[config.mk]
export PLATFORM = sky130hd
export DESIGN_NAME = ttrj_ctrl
export DESIGN_NICKNAME = d
export VERILOG_FILES = /design/src/rtl/core/ttrj_pkg.sv /design/src/rtl/core/ttrj_ctrl.sv
export SDC_FILE = /design/constraint.sdc
export NUM_CORES = 1
export LEC_CHECK = 0
export BUFFER_PORTS_ARGS = -buffer_cell sky130_fd_sc_hd__buf_2
export CAP_MARGIN = 15
export CORE_ASPECT_RATIO = 0.8
export CORE_UTILIZATION = 24
export CTS_BUF_LIST = sky130_fd_sc_hd__clkbuf_16
export DETAILED_ROUTE_END_ITERATION = 8
export GPL_TIMING_DRIVEN = 0
export PLACE_DENSITY = 0.6
export SLEW_MARGIN = 20
export SYNTH_ARGS = -nofsm -noshare
export SYNTH_HDL_FRONTEND = slang
export SYNTH_SLANG_ARGS = --single-unit
[constraint.sdc]
create_clock -name i_clk -period 1.4 [get_ports i_clk]
set_clock_uncertainty 0.05 [all_clocks]
set_input_delay 0.28 -clock i_clk [delete_from_list [all_inputs] [get_ports i_clk]]
set_output_delay 0.28 -clock i_clk [all_outputs]
set_load 0.005 [all_outputs]
[src/rtl/core/ttrj_pkg.sv]
// ----------------------------------------------------------------------------
// ttrj_pkg
// Shared types and constants for the ternary three-way residue join.
// ----------------------------------------------------------------------------
package ttrj_pkg;

    localparam int TABLE_DEPTH   = 4096;
    localparam int ADDR_W        = $clog2(TABLE_DEPTH);
    localparam int COUNT_W       = ADDR_W + 1;
    localparam int MAX_PER_QUERY = 64;
    localparam int QCNT_W        = $clog2(MAX_PER_QUERY + 1);
    localparam int WORD_W        = 64;
    localparam int MB_W          = 6;
    localparam int TR_W          = 58;
    localparam int CAP_W         = 25;
    localparam int CFG_IDX_W     = 2;
    localparam int CFG_DATA_W    = 58;

    typedef enum logic [1:0] {
        OP_CLEAR = 2'd0,
        OP_LOAD  = 2'd1,
        OP_QUERY = 2'd2,
        OP_NONE  = 2'd3
    } t_opcode;

    typedef enum logic [1:0] {
        ST_ENTRY    = 2'd0,
        ST_NOMATCH  = 2'd1,
        ST_CAP      = 2'd2,
        ST_OVERFLOW = 2'd3
    } t_status;

    typedef enum logic [1:0] {
        CFG_MATCH_BITS = 2'd0,
        CFG_TARGET     = 2'd1,
        CFG_CAP        = 2'd2,
        CFG_UNUSED     = 2'd3
    } t_cfg_idx;

    typedef enum logic [3:0] {
        S_IDLE,
        S_PREP,
        S_REQ,
        S_BS_RD,
        S_BS_CMP,
        S_SCAN_RD,
        S_SCAN_CHK,
        S_FIN,
        S_FIN_CAP,
        S_CAP2,
        S_OVF,
        S_CONF
    } t_state;

    typedef struct packed {
        logic    clear;
        logic    load;
        logic    query_ld;
        logic    sab_calc;
        logic    req_calc;
        logic    bs_rd;
        logic    bs_upd;
        logic    scan_rd;
        logic    scan_adv;
        logic    push;
        logic    emit_pend;
        logic    emit_code;
        t_status code;
        logic    last;
        logic    finish;
        logic    finish_ovf;
    } t_dp_cmd;

    typedef struct packed {
        logic conflict;
        logic bs_done;
        logic scan_end;
        logic res_eq;
        logic tern_ok;
        logic cnt_full;
        logic cap_hit;
        logic pend_valid;
        logic out_free;
    } t_dp_stat;

endpackage

[src/rtl/core/ttrj_ctrl.sv]
// ----------------------------------------------------------------------------
// ttrj_ctrl
// Sequencer: opcode decode, bisection and scan steps, result emission.
// ----------------------------------------------------------------------------
module ttrj_ctrl (
    input  logic                i_clk,
    input  logic                i_rst_n,
    input  logic                i_in_valid,
    input  logic [1:0]          i_opcode,
    input  ttrj_pkg::t_dp_stat  i_stat,
    output logic                o_in_ready,
    output ttrj_pkg::t_dp_cmd   o_cmd
);

    ttrj_pkg::t_state r_state, n_state;

    always_ff @(posedge i_clk) begin
        if (!i_rst_n) begin
            r_state <= ttrj_pkg::S_IDLE;
        end else begin
            r_state <= n_state;
        end
    end

    always_comb begin
        n_state = r_state;
        unique case (r_state)
            ttrj_pkg::S_IDLE: begin
                if (i_in_valid && ttrj_pkg::t_opcode'(i_opcode) == ttrj_pkg::OP_QUERY)
                    n_state = ttrj_pkg::S_PREP;
            end
            ttrj_pkg::S_PREP:
                n_state = i_stat.conflict ? ttrj_pkg::S_CONF : ttrj_pkg::S_REQ;
            ttrj_pkg::S_REQ:    n_state = ttrj_pkg::S_BS_RD;
            ttrj_pkg::S_BS_RD:
                n_state = i_stat.bs_done ? ttrj_pkg::S_SCAN_RD : ttrj_pkg::S_BS_CMP;
            ttrj_pkg::S_BS_CMP: n_state = ttrj_pkg::S_BS_RD;
            ttrj_pkg::S_SCAN_RD:
                n_state = i_stat.scan_end ? ttrj_pkg::S_FIN : ttrj_pkg::S_SCAN_CHK;
            ttrj_pkg::S_SCAN_CHK: begin
                if (!i_stat.res_eq)
                    n_state = ttrj_pkg::S_FIN;
                else if (!i_stat.tern_ok)
                    n_state = ttrj_pkg::S_SCAN_RD;
                else if (i_stat.cnt_full)
                    n_state = ttrj_pkg::S_OVF;
                else if (i_stat.cap_hit)
                    n_state = ttrj_pkg::S_FIN_CAP;
                else if (!i_stat.pend_valid || i_stat.out_free)
                    n_state = ttrj_pkg::S_SCAN_RD;
            end
            ttrj_pkg::S_FIN: begin
                if (i_stat.out_free) n_state = ttrj_pkg::S_IDLE;
            end
            ttrj_pkg::S_FIN_CAP: begin
                if (i_stat.out_free)
                    n_state = i_stat.pend_valid ? ttrj_pkg::S_CAP2 : ttrj_pkg::S_IDLE;
            end
            ttrj_pkg::S_CAP2, ttrj_pkg::S_OVF, ttrj_pkg::S_CONF: begin
                if (i_stat.out_free) n_state = ttrj_pkg::S_IDLE;
            end
            default: n_state = ttrj_pkg::S_IDLE;
        endcase
    end

    always_comb begin
        o_cmd      = '0;
        o_cmd.code = ttrj_pkg::ST_ENTRY;
        o_in_ready = 1'b0;
        unique case (r_state)
            ttrj_pkg::S_IDLE: begin
                o_in_ready = 1'b1;
                if (i_in_valid) begin
                    unique case (ttrj_pkg::t_opcode'(i_opcode))
                        ttrj_pkg::OP_CLEAR: o_cmd.clear    = 1'b1;
                        ttrj_pkg::OP_LOAD:  o_cmd.load     = 1'b1;
                        ttrj_pkg::OP_QUERY: o_cmd.query_ld = 1'b1;
                        default: ;
                    endcase
                end
            end
            ttrj_pkg::S_PREP:   o_cmd.sab_calc = 1'b1;
            ttrj_pkg::S_REQ:    o_cmd.req_calc = 1'b1;
            ttrj_pkg::S_BS_RD:  o_cmd.bs_rd    = !i_stat.bs_done;
            ttrj_pkg::S_BS_CMP: o_cmd.bs_upd   = 1'b1;
            ttrj_pkg::S_SCAN_RD: o_cmd.scan_rd = !i_stat.scan_end;
            ttrj_pkg::S_SCAN_CHK: begin
                if (i_stat.res_eq) begin
                    if (!i_stat.tern_ok) begin
                        o_cmd.scan_adv = 1'b1;
                    end else if (!i_stat.cnt_full && !i_stat.cap_hit &&
                                 (!i_stat.pend_valid || i_stat.out_free)) begin
                        o_cmd.push     = 1'b1;
                        o_cmd.scan_adv = 1'b1;
                    end
                end
            end
            ttrj_pkg::S_FIN: begin
                if (i_stat.out_free) begin
                    o_cmd.emit_pend = i_stat.pend_valid;
                    o_cmd.emit_code = !i_stat.pend_valid;
                    o_cmd.code      = ttrj_pkg::ST_NOMATCH;
                    o_cmd.last      = 1'b1;
                    o_cmd.finish    = 1'b1;
                end
            end
            ttrj_pkg::S_FIN_CAP: begin
                if (i_stat.out_free) begin
                    o_cmd.emit_pend = i_stat.pend_valid;
                    o_cmd.emit_code = !i_stat.pend_valid;
                    o_cmd.code      = ttrj_pkg::ST_CAP;
                    o_cmd.last      = !i_stat.pend_valid;
                    o_cmd.finish    = !i_stat.pend_valid;
                end
            end
            ttrj_pkg::S_CAP2: begin
                if (i_stat.out_free) begin
                    o_cmd.emit_code = 1'b1;
                    o_cmd.code      = ttrj_pkg::ST_CAP;
                    o_cmd.last      = 1'b1;
                    o_cmd.finish    = 1'b1;
                end
            end
            ttrj_pkg::S_OVF: begin
                if (i_stat.out_free) begin
                    o_cmd.emit_code  = 1'b1;
                    o_cmd.code       = ttrj_pkg::ST_OVERFLOW;
                    o_cmd.last       = 1'b1;
                    o_cmd.finish_ovf = 1'b1;
                end
            end
            ttrj_pkg::S_CONF: begin
                if (i_stat.out_free) begin
                    o_cmd.emit_code = 1'b1;
                    o_cmd.code      = ttrj_pkg::ST_NOMATCH;
                    o_cmd.last      = 1'b1;
                end
            end
            default: ;
        endcase
    end

endmodule

==> Word level (Yosys, flattened, before mapping) <==
Index checks and enable logic that the tools add are counted.
{ "classes": {"eq_ne": 17, "reduce_logical": 14, "n_mux": 39} }
{ "op_table": {"columns": ["operator", "count"], "rows": [
  ["2-to-1 mux 4 bit", 12],
  ["case mux 4 bit (8 select lines)", 1],
  ["case mux 4 bit (5 select lines)", 1],
  ["== test 4 x 3 -> 1 bit, second input constant", 4],
  ["== test 4 bit, second input constant", 4],
  ["2-to-1 mux 1 bit", 15],
  ["2-to-1 mux 6 bit", 2],
  ["== test 4 x 2 -> 1 bit, second input constant", 2],
  ["2-to-1 mux 2 bit", 3],
  ["2-to-1 mux 3 bit", 2],
  ["!= test 6 bit, second input constant", 1],
  ["zero test 1 bit", 5],
  ["2-to-1 mux 5 bit", 1],
  ["== test 4 x 1 -> 1 bit, second input constant", 1],
  ["zero test 4 bit", 1],
  ["!= test 2 bit, second input constant", 2],
  ["AND reduction 4 bit", 1],
  ["OR reduction 4 bit", 1],
  ["logical AND 1 bit", 3],
  ["case mux 1 bit (3 select lines)", 1],
  ["== test 2 x 1 -> 1 bit, second input constant", 1],
  ["== test 2 bit, second input constant", 1],
  ["zero test 2 bit", 1],
  ["!= test 2 x 1 -> 1 bit, second input constant", 1],
  ["other kinds (3)", 3]
]} }
{ "totals": {"input_bits": 14, "reg_bits": 4, "word_cells": 71} }

==> Depth between registers and ports, before layout <==
{ "logic_depth": {"ltp_word": 8, "ltp_mapped": 6, "depth_no_buf": 4} }

==> Worst setup path before layout <==
OpenSTA, ideal clock, no wires.
{ "synth_timing": {"kind": "flip-flop to output port", "from": "register r_state[3]", "to": "output port o_cmd[6] in the netlist's numbering", "path_slack_ns": -0.190, "path_stages_with_launch": 6, "t_arrival_ns": 1.260, "required_time_ns": 1.070, "path_cell_list": "dfxtp_1 > buf_2 > inv_1 > or3_1 > o21ai_0 > and3_1"} }
{ "synth_rtl": {"columns": ["element", "line", "text"], "rows": [
  ["start, declared", "ttrj_ctrl.sv:15", "ttrj_pkg::t_state r_state, n_state;"],
  ["start signal, assigned", "ttrj_ctrl.sv:19", "r_state <= ttrj_pkg::S_IDLE;"],
  ["start signal, assigned", "ttrj_ctrl.sv:21", "r_state <= n_state;"],
  ["end, declared", "ttrj_ctrl.sv:12", "output ttrj_pkg::t_dp_cmd o_cmd"]
]} }

==> summary.md <==
| Metric | Value |
|---|---|
| HP Class | `in2reg` |
| Number of flip-flops in the largest register | `4` |
| Vias in the first global route | `815` |
| Synthesized net count | `~110` |
| Crit Reg-Reg Startpoint | `r_state[2]$_SDFFE_PN0P_` |
| Synth Cell Area | `631 sq um` |
| Post-synth ARST share | `0` |
| Yosys cell types | `39` |
| Routed WL | `2870 um` |
| CTS Buf Count | `3` |
| Critical Path RT | `1.07 ns` |
| Initial Utilization | `0.256` |
| Gpl congestion | `about 0.88` |
| R2R setup slack | `-0.37 ns` |
| Crit share post-route | `1.29` |
| CP arrival | `1.48 ns` |
| Register area | `95.1 sq um` |
| Commonest non-fill, non-tap cell in the layout | `buf_2` |
| Crit. Startpoint | `r_state[0]$_SDFFE_PN0P_` |
| ANT cells | `0` |
| Share of post-route cells with drive strength above 1 | `0.697` |
| Final setup violation count | `22` |
| Antenna-violating nets left | `0` |
| Nets | `171` |
| Final hold violations | `0` |
| Reg with most FFs | `r_state` |
| Synth Instances | `91` |
| Cell Rows | `16` |
| Area after DPL | `871 sq um` |
| Worst-Skew Late Latency | `0.22 ns` |
| DRT Pass-1 Iters | `4` |
| Die ar. | `2840 sq um` |
| Clock slew at reported path FFs | `0.03 ns` |
| Pwr/cell area | `between 1500 and 2000 nW/um^2` |
| Leakage | `0.677 nW` |
| Yosys warns | `0` |
| First-pass GRT wire length | `3800 um` |
| Initial antenna violation count | `0` |
| Detailed Place HPWL | `1500 um` |
| Final min period | `1.81 ns` |
| Critical path fanouts, max | `5` |
| CP Class | `reg2out` |
| Critical Path Start Type | `flip-flop` |
| Flops & latches, synth | `4` |
| All-Layer GR Usage | `0.179` |
| Failing checks | `negative setup slack` |
| Reg2Reg Depth | `6` |
| Max capacitance violation total | `0` |
| GRT Residual Overflow | `0` |
| Commonest cells after routing, fill and taps aside | `buf_2 (31), buf_4 (19), buf_6 (11), nor2_1 (8), nand2_1 (7)` |
| Avg Vias per Cell | `about 5.3` |
| Dpl ws | `-0.281 ns` |
| Ports | `32` |
| Clk sinks | `4` |
| Seq/Total Area, Yosys | `0.127` |
| Routed vias | `1012` |
| Clock root buffer | `clkbuf_16` |
| Hold Path Origin | `i_rst_n` |
| TritonCTS clock tree | `done` |
| Slew @ Worst Pin | `0.363 ns` |
| DR iter-0 viols | `31` |
| Die height | `between 40 and 50 um` |
| Relative slew slack | `0.758` |
| Die Wd | `59.3 um` |
| Top flop regs | `r_state: 4 flops` |
| Port bufs | `31` |
| Largest net degree at the start of global routing | `11` |
| CP Capture Type | `primary output` |
| DRC | `0` |
| Fmax | `553 MHz` |
| Filler cells | `192` |
| Area Growth Syn to Fin | `140%` |
| FF-to-FF End | `r_state[3]$_SDFFE_PN0P_` |
| Placeable Area | `2460 sq um` |
| Status | `finished, violations left` |
| Longest Clk Path Bufs | `2` |
| Multi-input gate area | `721 sq um` |
| Primary FF master, synth | `dfxtp_1` |
| VDD IR-drop max | `0.000728 V` |
| Max Slew Vio Count | `0` |
| Wire per inst | `15.0 um` |
| Post-synth EDFFs | `0` |
| Avg Cell Area, Syn | `6.93 sq um` |
| Hold Path End | `r_state[3]$_SDFFE_PN0P_` |
| RSZ-0062 raised after global routing | `yes` |
| Hold path cells | `2` |
| PnR worst setup slack | `-0.407 ns` |
| Post-Layout Inst Area | `1520 sq um` |
| # H-tree levels | `1` |
[logic make-up (layout without fill, tap and decap cells)]
| family | count (synthesis) | count (layout) | share of synthesized area |
|---|---|---|---|
| simple gates | 48 | 48 | 0.450 |
| buf+inv | 9 | 73 | 0.0694 |
| compound gates | 30 | 30 | 0.353 |
| flops | 4 | 4 | 0.127 |
[synthesized netlist by cell type (2+ instances only)]
cell	count	area [sq um]
a21boi_0	5	37.5
nor4b_1	2	17.5
o311ai_0	2	17.5
buf_2	2	10.0
nand3_1	2	10.0
and3_1	2	12.5
nand2_1	9	33.8
nand3b_1	2	15.0
a21oi_1	2	10.0
and2_1	2	12.5
o21ai_0	7	35.0
and4_1	2	17.5
dfxtp_1	4	80.1
nand2b_1	2	12.5
nor2_1	11	41.3
inv_1	2	7.51
nor4_1	2	12.5
nor3_1	4	20.0
clkbuf_1	4	15.0
o31ai_1	4	30.0
[final cells by class]
type / count / area share
Buffer: 7 / 0.0809
Clock buffer: 3 / 0.0495
Inverter: 2 / 0.00990
Multi-Input combinational cell: 78 / 0.475
Sequential cell: 4 / 0.0627
Tap cell: 36 / 0.0297
Timing Repair Buffer: 61 / 0.292
[worst max-delay path, cell delays in order (launching register included)]
cell	delay [ns]
dfxtp_4	0.36
buf_6	0.14
or3_4	0.38
o21ai_2	0.11
and3_1	0.16
buf_2	0.11
[routing by layer]
metal	routed length (um)	global-route usage	part of all wire
met1	1360	0.243	0.47
met2	1320	0.290	0.46
met3	159	0.0486	0.055
met4	37	0.0286	0.013
met5	0	0	0
[report_power, final]
part	total [mW]	internal [mW]	switching (mW)
Sequential	0.230	0.168	0.0622
Clock	0.441	0.365	0.0768
Combinational	1.68	0.925	0.758
[through the flow]
stage          hold slack (ns)  total power [mW]  TNS [ns]  utilization  instances
3_5_place_dp             0.527              1.00     -3.66        0.354        158
2_1_floorplan            0.354             0.780    -0.268            -         91
6_report                 0.328              2.35     -6.01        0.616        191
5_1_grt                  0.340              2.46     -7.25        0.616        191
3_3_place_gp             0.524             0.992     -3.48        0.354        158
4_1_cts                  0.300              1.99     -5.62        0.540        181
[worst max path at each step]
| stage | depth (start not counted) | endpoint | slack (ns) |
|---|---|---|---|
| 2_1_floorplan | 5 | r_state[3]$_SDFFE_PN0P_ | -0.08 |
| 3_3_place_gp | 6 | o_cmd[6] | -0.30 |
| 3_5_place_dp | 4 | r_state[0]$_SDFFE_PN0P_ | -0.28 |
| 4_1_cts | 6 | o_cmd[6] | -0.41 |
| 5_1_grt | 5 | o_cmd[7] | -0.45 |
| 6_report | 5 | o_cmd[6] | -0.41 |
[timing repair]
action,CTS,global route
gates cloned,0,1
pin swaps,20,16
setup buffers,20,10
endpoints found under the setup margin,22,22
gates resized for setup,54,19
hold buffers,0,0
Note: power is estimated with default switching activity, not from simulation.
